[src/lspm_pkg.sv]
// Package for the link search and power manager: payload types, codes and constants.
`timescale 1ns / 1ps
package lspm_pkg;

  localparam int DefChannelCount = 13;
  localparam int DefPositionBits = 32;

  localparam int CfgIdxW  = 8;
  localparam int CfgDataW = 32;

  localparam logic [31:0] RenderPeriodMs = 32'd66;
  localparam logic [31:0] GiantHoldMs    = 32'd1000;
  localparam logic [7:0]  MinNapMs       = 8'd10;

  localparam logic [15:0] HopIntervalRst   = 16'd150;
  localparam logic [15:0] DataTimeoutRst   = 16'd3000;
  localparam logic [31:0] ScreenTimeoutRst = 32'd120000;
  localparam logic [31:0] DeepSleepRst     = 32'd300000;
  localparam logic [15:0] StealthRst       = 16'd5000;
  localparam logic [19:0] IdleMoveRst      = 20'd50;
  localparam logic [19:0] UiMoveRst        = 20'd500;
  localparam logic [7:0]  NapWindowRst     = 8'd85;

  typedef enum logic [1:0] {
    OP_START  = 2'd0,
    OP_TICK   = 2'd1,
    OP_PACKET = 2'd2
  } op_e;

  typedef enum logic [CfgIdxW-1:0] {
    CFG_HOP_INTERVAL  = 8'd0,
    CFG_DATA_TIMEOUT  = 8'd1,
    CFG_SCREEN_TMO    = 8'd2,
    CFG_DEEP_SLEEP    = 8'd3,
    CFG_STEALTH_TMO   = 8'd4,
    CFG_IDLE_MOVE     = 8'd5,
    CFG_UI_MOVE       = 8'd6,
    CFG_NAP_WINDOW    = 8'd7
  } cfg_reg_e;

  typedef enum logic [1:0] {
    SCR_NONE = 2'd0,
    SCR_ON   = 2'd1,
    SCR_OFF  = 2'd2
  } screen_cmd_e;

  typedef enum logic [1:0] {
    DRAW_NONE   = 2'd0,
    DRAW_SEARCH = 2'd1,
    DRAW_GIANT  = 2'd2,
    DRAW_ALL    = 2'd3
  } draw_e;

  typedef enum logic [1:0] {
    AXIS_NONE = 2'd0,
    AXIS_X    = 2'd1,
    AXIS_Y    = 2'd2,
    AXIS_Z    = 2'd3
  } axis_e;

  typedef struct packed {
    logic [1:0]         operation;
    logic [31:0]        now_ms;
    logic               packet_ok;
    logic signed [31:0] pos_x;
    logic signed [31:0] pos_y;
    logic signed [31:0] pos_z;
    logic               stealth_wake;
    logic [7:0]         saved_channel;
  } in_item_t;

  typedef struct packed {
    logic [3:0]         channel;
    logic               hopping;
    logic               screen_is_on;
    logic               stealth_active;
    logic [1:0]         screen_command;
    logic               save_channel;
    logic               retune;
    logic               deep_sleep;
    logic [1:0]         draw;
    logic [1:0]         giant_axis;
    logic signed [31:0] giant_value;
    logic [7:0]         nap_ms;
  } out_item_t;

endpackage

[src/link_search_power_manager.sv]
// Top level of the link search and power manager: state, decision logic and handshakes.
`timescale 1ns / 1ps
// Path: an item is first held in the input register, and its result is then loaded into
//   the output register, which drives out_valid_o, once that slot is empty or being
//   taken.
// Throughput: one item per cycle unless the output stalls; every decision is a handful
//   of parallel 32-bit subtract-and-compares plus two position differences per axis.
// Reset (rst_ni low, asynchronous): both stages empty, configuration at its defaults,
//   channel 1, searching and screen on, stealth off, positions and times zero.
module link_search_power_manager
  import lspm_pkg::*;
#(
  parameter int ChannelCount = DefChannelCount,
  parameter int PositionBits = DefPositionBits
) (
  input  logic                clk_i,
  input  logic                rst_ni,
  input  logic                in_valid_i,
  output logic                in_ready_o,
  input  in_item_t            in_item_i,
  output logic                out_valid_o,
  input  logic                out_ready_i,
  output out_item_t           out_item_o,
  input  logic                cfg_valid_i,
  output logic                cfg_ready_o,
  input  logic [CfgIdxW-1:0]  cfg_index_i,
  input  logic [CfgDataW-1:0] cfg_data_i
);

  // Width that holds either a stored position or a 32-bit field, sign-extended.
  localparam int ExtW  = (PositionBits > 32) ? PositionBits : 32;
  // Width of a position difference, and a compare width widened so a 20-bit threshold fits.
  localparam int DiffW = PositionBits + 1;
  localparam int CmpW  = (DiffW > 21) ? DiffW : 21;

  // ---------------------------------------------------------------------------
  // Configuration registers; the port never stalls.
  // ---------------------------------------------------------------------------
  logic [15:0] hop_interval_q, data_timeout_q, stealth_tmo_q;
  logic [31:0] screen_tmo_q, deep_sleep_q;
  logic [19:0] idle_move_q, ui_move_q;
  logic [7:0]  nap_window_q;

  assign cfg_ready_o = 1'b1;

  always_ff @(posedge clk_i or negedge rst_ni) begin
    if (!rst_ni) begin
      hop_interval_q <= HopIntervalRst;
      data_timeout_q <= DataTimeoutRst;
      screen_tmo_q   <= ScreenTimeoutRst;
      deep_sleep_q   <= DeepSleepRst;
      stealth_tmo_q  <= StealthRst;
      idle_move_q    <= IdleMoveRst;
      ui_move_q      <= UiMoveRst;
      nap_window_q   <= NapWindowRst;
    end else if (cfg_valid_i && cfg_ready_o) begin
      case (cfg_index_i)
        CFG_HOP_INTERVAL: hop_interval_q <= cfg_data_i[15:0];
        CFG_DATA_TIMEOUT: data_timeout_q <= cfg_data_i[15:0];
        CFG_SCREEN_TMO:   screen_tmo_q   <= cfg_data_i;
        CFG_DEEP_SLEEP:   deep_sleep_q   <= cfg_data_i;
        CFG_STEALTH_TMO:  stealth_tmo_q  <= cfg_data_i[15:0];
        CFG_IDLE_MOVE:    idle_move_q    <= cfg_data_i[19:0];
        CFG_UI_MOVE:      ui_move_q      <= cfg_data_i[19:0];
        CFG_NAP_WINDOW:   nap_window_q   <= cfg_data_i[7:0];
        default: ;        // drop writes beyond the register list
      endcase
    end
  end

  // ---------------------------------------------------------------------------
  // Input register and output register. An item advances from the first to the
  // second when the output slot is empty or is being taken in the same cycle.
  // ---------------------------------------------------------------------------
  logic      in_valid_q, out_valid_q, advance;
  in_item_t  in_q;
  out_item_t out_q, res;

  assign advance     = in_valid_q && (!out_valid_q || out_ready_i);
  assign in_ready_o  = !in_valid_q || advance;
  assign out_valid_o = out_valid_q;
  assign out_item_o  = out_q;

  always_ff @(posedge clk_i or negedge rst_ni) begin
    if (!rst_ni) begin
      in_valid_q  <= 1'b0;
      out_valid_q <= 1'b0;
    end else begin
      if (in_ready_o) begin
        in_valid_q <= in_valid_i;
      end
      if (advance) begin
        out_valid_q <= 1'b1;
      end else if (out_ready_i) begin
        out_valid_q <= 1'b0;
      end
    end
  end

  always_ff @(posedge clk_i) begin
    if (in_valid_i && in_ready_o) begin
      in_q <= in_item_i;
    end
    if (advance) begin
      out_q <= res;
    end
  end

  // ---------------------------------------------------------------------------
  // Block state.
  // ---------------------------------------------------------------------------
  logic signed [PositionBits-1:0] cur_pos_q [3], cur_pos_d [3];
  logic signed [PositionBits-1:0] ref_pos_q [3], ref_pos_d [3];
  logic signed [PositionBits-1:0] disp_pos_q [3], disp_pos_d [3];
  logic signed [PositionBits-1:0] pkt_pos [3];
  logic [31:0] last_pkt_q, last_pkt_d, last_hop_q, last_hop_d;
  logic [31:0] last_strict_q, last_strict_d, last_disp_q, last_disp_d;
  logic [31:0] last_render_q, last_render_d, sess_start_q, sess_start_d;
  logic [3:0]  chan_q, chan_d;
  logic        searching_q, searching_d, screen_q, screen_d, stealth_q, stealth_d;
  logic [1:0]  active_axis_q, active_axis_d;

  always_ff @(posedge clk_i or negedge rst_ni) begin
    if (!rst_ni) begin
      for (int a = 0; a < 3; a++) begin
        cur_pos_q[a]  <= '0;
        ref_pos_q[a]  <= '0;
        disp_pos_q[a] <= '0;
      end
      last_pkt_q    <= '0;
      last_hop_q    <= '0;
      last_strict_q <= '0;
      last_disp_q   <= '0;
      last_render_q <= '0;
      sess_start_q  <= '0;
      chan_q        <= 4'd1;
      searching_q   <= 1'b1;
      screen_q      <= 1'b1;
      stealth_q     <= 1'b0;
      active_axis_q <= AXIS_NONE;
    end else if (advance) begin
      for (int a = 0; a < 3; a++) begin
        cur_pos_q[a]  <= cur_pos_d[a];
        ref_pos_q[a]  <= ref_pos_d[a];
        disp_pos_q[a] <= disp_pos_d[a];
      end
      last_pkt_q    <= last_pkt_d;
      last_hop_q    <= last_hop_d;
      last_strict_q <= last_strict_d;
      last_disp_q   <= last_disp_d;
      last_render_q <= last_render_d;
      sess_start_q  <= sess_start_d;
      chan_q        <= chan_d;
      searching_q   <= searching_d;
      screen_q      <= screen_d;
      stealth_q     <= stealth_d;
      active_axis_q <= active_axis_d;
    end
  end

  // ---------------------------------------------------------------------------
  // Per-axis movement tests and packet position wrap, all axes in parallel.
  // ---------------------------------------------------------------------------
  logic signed [31:0] in_pos [3];
  logic [2:0]         strict_hit, disp_hit;

  assign in_pos[0] = in_q.pos_x;
  assign in_pos[1] = in_q.pos_y;
  assign in_pos[2] = in_q.pos_z;

  for (genvar a = 0; a < 3; a++) begin : g_axis
    logic signed [ExtW-1:0]  in_ext;
    logic signed [DiffW-1:0] d_strict, d_disp;
    logic [DiffW-1:0]        m_strict, m_disp;

    // Wrap or sign-extend the packet field to the stored width.
    assign in_ext     = ExtW'(in_pos[a]);
    assign pkt_pos[a] = in_ext[PositionBits-1:0];

    assign d_strict = DiffW'(cur_pos_q[a]) - DiffW'(ref_pos_q[a]);
    assign d_disp   = DiffW'(cur_pos_q[a]) - DiffW'(disp_pos_q[a]);
    assign m_strict = d_strict[DiffW-1] ? DiffW'(-d_strict) : DiffW'(d_strict);
    assign m_disp   = d_disp[DiffW-1]   ? DiffW'(-d_disp)   : DiffW'(d_disp);

    assign strict_hit[a] = CmpW'(m_strict) > CmpW'(idle_move_q);
    assign disp_hit[a]   = CmpW'(m_disp)   > CmpW'(ui_move_q);
  end

  // ---------------------------------------------------------------------------
  // Elapsed times, every one against the stored stamp, wrapping mod 2^32.
  // ---------------------------------------------------------------------------
  logic [31:0] now, since_pkt, since_strict, since_hop, since_sess;
  logic [31:0] since_render, since_disp;
  logic [4:0]  chan_inc;
  logic [3:0]  start_chan;
  logic [7:0]  nap_left;
  logic [1:0]  hit_axis;
  logic        moved, link_lost, giant;

  assign now          = in_q.now_ms;
  assign since_pkt    = now - last_pkt_q;
  assign since_strict = now - last_strict_q;
  assign since_hop    = now - last_hop_q;
  assign since_sess   = now - sess_start_q;
  assign since_render = now - last_render_q;
  assign since_disp   = now - last_disp_q;
  assign nap_left     = nap_window_q - since_pkt[7:0];

  assign moved     = |strict_hit;
  assign link_lost = since_pkt > 32'(data_timeout_q);
  assign chan_inc  = {1'b0, chan_q} + 5'd1;

  // Clamp the saved channel; anything outside 1..ChannelCount restarts at 1.
  assign start_chan = (in_q.saved_channel == 8'd0 ||
                       in_q.saved_channel > 8'(ChannelCount)) ? 4'd1
                                                              : in_q.saved_channel[3:0];

  // First axis, in X, Y, Z order, that moved past the display threshold.
  always_comb begin
    hit_axis = AXIS_NONE;
    if (disp_hit[0]) begin
      hit_axis = AXIS_X;
    end else if (disp_hit[1]) begin
      hit_axis = AXIS_Y;
    end else if (disp_hit[2]) begin
      hit_axis = AXIS_Z;
    end
  end

  // A fresh hit restarts the hold window, so it always shows the giant axis.
  assign giant = (hit_axis != AXIS_NONE) ||
                 (active_axis_q != AXIS_NONE && since_disp < GiantHoldMs);

  // ---------------------------------------------------------------------------
  // Next state and result for the item in the input register.
  // ---------------------------------------------------------------------------
  logic signed [ExtW-1:0] gval_ext;

  always_comb begin
    case (active_axis_d)
      AXIS_X:  gval_ext = ExtW'(cur_pos_q[0]);
      AXIS_Y:  gval_ext = ExtW'(cur_pos_q[1]);
      AXIS_Z:  gval_ext = ExtW'(cur_pos_q[2]);
      default: gval_ext = '0;
    endcase
  end

  always_comb begin
    for (int a = 0; a < 3; a++) begin
      cur_pos_d[a]  = cur_pos_q[a];
      ref_pos_d[a]  = ref_pos_q[a];
      disp_pos_d[a] = disp_pos_q[a];
    end
    last_pkt_d    = last_pkt_q;
    last_hop_d    = last_hop_q;
    last_strict_d = last_strict_q;
    last_disp_d   = last_disp_q;
    last_render_d = last_render_q;
    sess_start_d  = sess_start_q;
    chan_d        = chan_q;
    searching_d   = searching_q;
    screen_d      = screen_q;
    stealth_d     = stealth_q;
    active_axis_d = active_axis_q;

    res                = '0;
    res.screen_command = SCR_NONE;
    res.draw           = DRAW_NONE;
    res.giant_axis     = AXIS_NONE;

    case (in_q.operation)
      OP_START: begin
        stealth_d     = in_q.stealth_wake;
        sess_start_d  = now;
        chan_d        = start_chan;
        res.retune    = 1'b1;
        last_pkt_d    = now;
        last_strict_d = now;
        if (in_q.stealth_wake) begin
          res.screen_command = SCR_OFF;
        end
      end

      OP_PACKET: begin
        if (in_q.packet_ok) begin
          for (int a = 0; a < 3; a++) begin
            cur_pos_d[a] = pkt_pos[a];
          end
          last_pkt_d = now;
          if (stealth_q) begin
            stealth_d          = 1'b0;
            res.screen_command = SCR_ON;
          end
          if (searching_q) begin
            searching_d      = 1'b0;
            res.save_channel = 1'b1;
          end
        end
      end

      OP_TICK: begin
        if (since_pkt > deep_sleep_q) begin
          res.deep_sleep = 1'b1;
        end

        // Strict movement resets the idle clock, so a moved tick never times out.
        if (moved) begin
          for (int a = 0; a < 3; a++) begin
            ref_pos_d[a] = cur_pos_q[a];
          end
          last_strict_d = now;
          if (!screen_q) begin
            screen_d           = 1'b1;
            res.screen_command = SCR_ON;
          end
        end else if (screen_q && since_strict > screen_tmo_q) begin
          screen_d           = 1'b0;
          res.screen_command = SCR_OFF;
        end

        // Link lost: enter search, or step the channel once the hop interval ran out.
        if (link_lost) begin
          searching_d = 1'b1;
          if (!searching_q) begin
            last_hop_d = now;
          end else if (since_hop > 32'(hop_interval_q)) begin
            chan_d     = (chan_inc > 5'(ChannelCount)) ? 4'd1 : chan_inc[3:0];
            res.retune = 1'b1;
            last_hop_d = now;
          end
          if (stealth_q && since_sess > 32'(stealth_tmo_q)) begin
            res.deep_sleep = 1'b1;
          end
        end

        // Render pacing.
        if (screen_d && since_render > RenderPeriodMs) begin
          if (searching_d) begin
            res.draw = DRAW_SEARCH;
          end else begin
            if (hit_axis != AXIS_NONE) begin
              active_axis_d = hit_axis;
              last_disp_d   = now;
            end
            for (int a = 0; a < 3; a++) begin
              disp_pos_d[a] = cur_pos_q[a];
            end
            if (giant) begin
              res.draw        = DRAW_GIANT;
              res.giant_axis  = active_axis_d;
              res.giant_value = gval_ext[31:0];
            end else begin
              res.draw = DRAW_ALL;
            end
          end
          last_render_d = now;
        end

        // Light-sleep nap inside the window after the last packet.
        if (!searching_d && screen_d && since_pkt < 32'(nap_window_q) &&
            nap_left > MinNapMs) begin
          res.nap_ms = nap_left;
        end
      end

      default: ;  // hold all state, report flags only
    endcase

    res.channel        = chan_d;
    res.hopping        = searching_d;
    res.screen_is_on   = screen_d;
    res.stealth_active = stealth_d;
  end

  // ---------------------------------------------------------------------------
  // Assertions.
  // ---------------------------------------------------------------------------
  a_chan_range : assert property (@(posedge clk_i) disable iff (!rst_ni)
    chan_q != 4'd0 && 5'(chan_q) <= 5'(ChannelCount))
    else $error("channel left the valid range");

  a_giant_clear : assert property (@(posedge clk_i) disable iff (!rst_ni)
    out_valid_o && out_item_o.draw != DRAW_GIANT |->
      out_item_o.giant_axis == AXIS_NONE && out_item_o.giant_value == 32'sd0)
    else $error("giant fields set without a giant draw");

  a_nap_cond : assert property (@(posedge clk_i) disable iff (!rst_ni)
    out_valid_o && out_item_o.nap_ms != 8'd0 |->
      !out_item_o.hopping && out_item_o.screen_is_on && out_item_o.nap_ms > MinNapMs)
    else $error("nap reported while searching, screen off or too short");

  a_out_hold : assert property (@(posedge clk_i) disable iff (!rst_ni)
    out_valid_o && !out_ready_i |=> out_valid_o && $stable(out_item_o))
    else $error("stalled result changed");

endmodule
[config.mk]
export PLATFORM = sky130hd
export DESIGN_NAME = link_search_power_manager
export DESIGN_NICKNAME = d
export VERILOG_FILES = /design/src/lspm_pkg.sv /design/src/link_search_power_manager.sv
export SDC_FILE = /design/constraint.sdc
export NUM_CORES = 2
export LEC_CHECK = 0
export ABC_AREA = 1
export BUFFER_PORTS_ARGS = -buffer_cell sky130_fd_sc_hd__buf_2
export CAP_MARGIN = 10
export CORE_MARGIN = 2
export CORE_UTILIZATION = 35
export CTS_CLUSTER_DIAMETER = 120
export DETAILED_ROUTE_END_ITERATION = 10
export GPL_TIMING_DRIVEN = 0
export PLACE_DENSITY = 0.52
export SYNTH_ARGS = -nofsm -noshare
export SYNTH_HDL_FRONTEND = slang
export SYNTH_SLANG_ARGS = --single-unit
[constraint.sdc]
create_clock -name clk_i -period 6.55 [get_ports clk_i]
set_clock_uncertainty 0.15 [all_clocks]
set_input_delay 0.3275 -clock clk_i [delete_from_list [all_inputs] [get_ports clk_i]]
set_output_delay 0.3275 -clock clk_i [all_outputs]
set_load 0.03 [all_outputs]
Word level (Yosys, flattened, before mapping)
Cells that the tools add are included.

word-level totals
  register bits after elaboration = 847

operators by class
  add/subtract/negate cells = 20
  order comparisons = 17
  equality and inequality tests = 15
  muxes and demuxes = 54
  bitwise operators = 4
  reduce and logical (&&, ||, !) cells = 47

operators with widths
  operator                number
  $gt A33 B20 Y1          6
  $mux W33                6
  $neg A33 Y33            6
  $sub A32 B32 Y33        6
  $sub A32 B32 Y32        6
  $mux W32                4
  $pmux W32 S2            2
  $gt A32 B16 Y1          3
  $pmux W32 S3            1
  $gt A32 B32 Y1          2
  $eq A8 B3 Y1 const B    4
  $gt A32 B7 Y1 const B   1
  $lt A32 B10 Y1 const B  1
  $lt A32 B8 Y1           1
  $mux W2                 12
  $reduce_and A2 Y1       12
  $mux W4                 5
  $mux W1                 19
  $eq A8 B2 Y1 const B    2
  $gt A8 B4 Y1 const B    2
  $logic_not A8 Y1        2
  $reduce_and A3 Y1       5
  $reduce_bool A2 Y1      5
  $logic_and A1 B1 Y1     9
  19 further kinds        35

Longest topological paths before layout
  depth after elaboration = 14
  mapped depth = 52
  mapped depth without buffers = 51

Worst setup path after synthesis
Ideal clock, no wire load.

  path type = register -> register
  start point = reg in_q, in the netlist now[1]
  end point = reg out_q, in the netlist out_item_o[9], data pin
  library setup time = 0.249 ns
  data arrival time = 5.479 ns
  slack = 0.672 ns
  stages on the path, launching flop included = 35
  period minus slack after synthesis = 5.878 ns
  cell sequence = edfxtp_1 > fa_1 > nand3_1 > nand2_1 > a21oi_1 > o21ai_1 > a21boi_0 > o21ai_0 > a21boi_1 > o21ai_0 > a21boi_1 > o21ai_0 > a21boi_1 > o21ai_0 > a21boi_0 > o21ai_1 > a21oi_1 > xor2_1 > ha_1 > nand2_1 > nor2_1 > nand4_1 > a21oi_1 > a211oi_1 > a32o_1 > nand2_1 > nand4_4 > nand4_2 > nand2_4 > buf_8 > buf_6 > nand3_1 > nand3_1 > nand2_1 > inv_2

between the ends
  word-level cells in the longest chain between the ends = 11

ends and longest elaborated chain
  what                                          line                              source
  start: declaration                            link_search_power_manager.sv:76   in_item_t in_q;
  start signal: assignment                      link_search_power_manager.sv:102  in_q <= in_item_i;
  $sub A32 B32 Y32                              link_search_power_manager.sv:202  assign since_strict = now - last_strict_q;
  $gt A32 B32 Y1                                link_search_power_manager.sv:316  end else if (screen_q && since_strict > screen_tmo_q) begin
  $logic_and A1 B1 Y1                           link_search_power_manager.sv:316
  $mux W1                                       link_search_power_manager.sv:316
  $mux W1                                       link_search_power_manager.sv:307  if (moved) begin
  $mux W1                                       link_search_power_manager.sv:271  case (in_q.operation)
  $logic_and A1 B1 Y1                           link_search_power_manager.sv:337  if (screen_d && since_render > RenderPeriodMs) begin
  $mux W2                                       link_search_power_manager.sv:337
  $mux W2                                       link_search_power_manager.sv:271
  $eq A2 B2 Y1 or $eq A2 B1 Y1 (tied branches)  link_search_power_manager.sv:240  case (active_axis_d)
  $pmux W32 S3                                  link_search_power_manager.sv:240
  end signal: assignment                        link_search_power_manager.sv:105  out_q <= res;
  end: declaration                              link_search_power_manager.sv:77   out_item_t out_q, res;

Several ways; a longest one is shown, not always the timed one. The select of a mux whose other input is x is not followed.
A chain may end at the register's enable or synchronous reset.

Worst setup path in the final report
  start point = reg in_q, in the netlist now[0]
  end point = reg out_q, in the netlist out_item_o[29], data pin

The elaborated chain is that of the path after synthesis.

==> metrics.yaml <==
route:
  drt_iter0_markers: 5118
  route.vias.total: 67890
  wl_per_cell_um: 19.7
  drcViolationCount: 0
  vias_per_cell: 5.07
  drt-total-wl_mm: 264
  drt.antenna.violating_nets: 0
  dr.pass1.iters: 6
cells_and_area:
  multi_input_area_mm2: 0.0413
  final_common_cell: "nand2_1"
  area_growth_pct: 21.5
  final_cells: 13395
  fill_cells: 20547
  seqCellArea_mm2: 0.0223
  drive_gt1_frac: 0.122
  mostFrequentLayoutCells: "nand2_1 (2625), inv_1 (1697), nor2_1 (743)"
  finalNetCount: 11507
die:
  floorplan.initialDensity: 0.353
  die_area_mm2: 0.201
  ios: 244
  rows: 162
  core-area_mm2: 0.195
  die_width_um: 448
  fp.dieH_um: 448
place:
  hpwl_mm: 210
  gp_congestion: 0.987
  port_buffers: 242
  post-place-ws_ns: -1.98
  placed_cells: 12854
grt:
  grt_antenna_before_repair: 8
  grt.busiest_layer: "met2"
  grt_max_degree: 112
  grt_util_met1: 0.324
  use_met3: 0.0263
  grt_pass1_vias: 64969
  grt_pass1_wl_mm: 390
  grt_overflow_total: 0
  grt_usage: 0.255
  grt_use_met2: 0.436
sta:
  finalCriticalPeriod_ns: 6.57
  tightest_slew_ns: 1.13
  setup_viol: 7
  grt_setup_unrepaired: "true"
  hold_violations: 0
  timing.slew.headroom: 0.245
  fmax_mhz: 152
  final_max_slew_viol_count: 0
  hold-worst-slack_ns: 0.0395
  setup_slack_ns: -0.0229
  finalCritPeriodShare: 1.00
status:
  violations: "setup timing"
  status: "finished, violations left"
setup_path:
  critPathRequiredTime_ns: 6.92
  slowest_delay_ns: 0.52
  cp_common_cell: "buf_4"
  cp_data_arrival_time_ns: 6.94
  path_delay_family: "simple AND/OR/NAND/NOR gates"
  crit_path_start_kind: "flop"
  r2r-start: "now[0]"
  worstSetupEndpointType: "flop"
  worstSetupPathType: "flop to flop"
  cp_num_buf_inv: 9
  worstPathMaxFanout: 10
  crit_path_start: "now[0]"
  critPathSlowestCell: "nand4_1"
logic_synthesis:
  syn-cell-area_mm2: 0.0690
  ys.flop_type: "dfrtp_1"
  syn_inst: 9979
  async_flop_share: 0.769
  yosysUniqueCellTypes: 73
  syn_avg_cell_area_um2: 6.91
  synth_edf_count: 196
  synth_warnings: 0
  ys_ff_latch: 847
  yosysSeqAreaShare: 0.322
  synthesis.nets: 10812
clocking:
  clock-root-buffer: "clkbuf_16"
  cts.reportedPaths.clkPinSlew_ns: 0.06
  numCtsBuffers: 106
  cts_buffer_depth: 3
  cts_tree: "built"
  clock_sinks: 847
  cts.htree.levels: 3
  clk_latency_ns: 0.78
min_path:
  hp-class: "input pin to flop"
  holdCritStartpoint: "cfg_index_i[3]"
power:
  vdd_ir_drop_max_mv: 0.296
  p_leak_nw: 41.9
  finalPower_w: 0.0408
  powerDensity_mw_per_mm2: 487
job:
  maxCapViolCount: 0
-- Yosys cell counts, types with 32 or more instances --
| cell type | number | area [um2] |
|---|---|---|
| inv_1 | 1736 | 6520 |
| nand2_1 | 2703 | 10100 |
| nor2_1 | 770 | 2890 |
| dfstp_2 | 47 | 1230 |
| clkbuf_1 | 116 | 435 |
| o21ai_0 | 740 | 3700 |
| a21oi_1 | 610 | 3050 |
| nor2_2 | 48 | 300 |
| nand2_2 | 43 | 269 |
| xnor2_1 | 84 | 736 |
| inv_2 | 36 | 135 |
| dfrtp_1 | 604 | 15100 |
| xor2_1 | 232 | 2030 |
| ha_1 | 636 | 7960 |
| o21bai_1 | 35 | 263 |
| nand3_1 | 581 | 2910 |
| nand4_1 | 208 | 1300 |
| buf_2 | 32 | 160 |
| nand3b_1 | 53 | 398 |
| nor3_1 | 102 | 510 |
| edfxtp_1 | 196 | 5890 |
-- through the flow --
stage	instance area [um2]	utilization	setup TNS (ns)
6_report	83800	0.429	-0.0849
5_1_grt	83800	0.429	-13.93
4_1_cts	81100	0.415	-0.434
3_5_place_dp	73700	0.377	-530.77
3_3_place_gp	73500	0.376	-6344.33
2_1_floorplan	69000	-	0
-- repair_timing --
action,4_1_cts,5_1_grt
gates resized for setup,261,511
pin swaps,67,117
hold buffers,161,0
buffers inserted,104,65
cloned,1,15
setup endpoints to repair,340,365
endpoints found under the hold margin,284,0
-- cell families after synthesis --
family | share of synthesized area
buf+inv | 0.111
compound gates | 0.123
simple gates | 0.284
flops | 0.322
fa+ha+maj | 0.119
xor+xnor | 0.0408
other cells | 0.0000544
-- power breakdown --
group	switching, W	leakage [nW]	internal, W
clock network	0.00254	1.83	0.00373
logic	0.0173	30.6	0.00961
registers	0.00118	9.52	0.00646
-- registers in the layout, summed over array words and instances (netlist names), 20 cells and up --
register       cells
deep_sleep_q      32
disp_pos_q        96
out_item_o        56
ref_pos_q         96
last_hop_q        32
idle_move_q       20
last_render_q     32
screen_tmo_q      32
ui_move_q         20
g_axis.in_ext     96
cur_pos_q         96
last_strict_q     32
last_disp_q       32
now               32
sess_start_q      32
last_pkt_q        32
-- layer usage --
metal  wire length, um  part of all wire
met1            114000              0.43
met2            125000              0.47
met3             11500             0.044
met4             13800             0.052
met5                13          0.000049
-- worst paths after layout --
path / cells past startpoint / slack, ns / to
hold / removal: 5 / 0.04 / nap_window_q[4]
setup / recovery: 34 / -0.02 / out_item_o[29]
max in group asynchronous: 5 / 4.02 / last_disp_q[25]
hold reg to reg: 2 / 0.33 / deep_sleep_q[11]
setup reg to reg: 34 / -0.02 / out_item_o[29]
min in group asynchronous: 2 / 0.11 / disp_pos_q[17]
-- worst min-delay path, stage by stage --
cell,delay (ns)
buf_2,0.09
nor4_1,0.13
nand2_1,0.24
nand2_1,0.07
o21ai_0,0.06
-- layout make-up --
cell class | count | area share
multi-input combinational | 7173 | 0.493
sequential | 847 | 0.266
inverter | 1777 | 0.0802
timing repair buffer | 591 | 0.0596
tap | 2624 | 0.0392
clock buffer | 148 | 0.0375
buffer | 178 | 0.0173
clock inverter | 53 | 0.00740
antenna | 4 | 0.000119
Note: power is estimated with default switching activity, not from simulation.
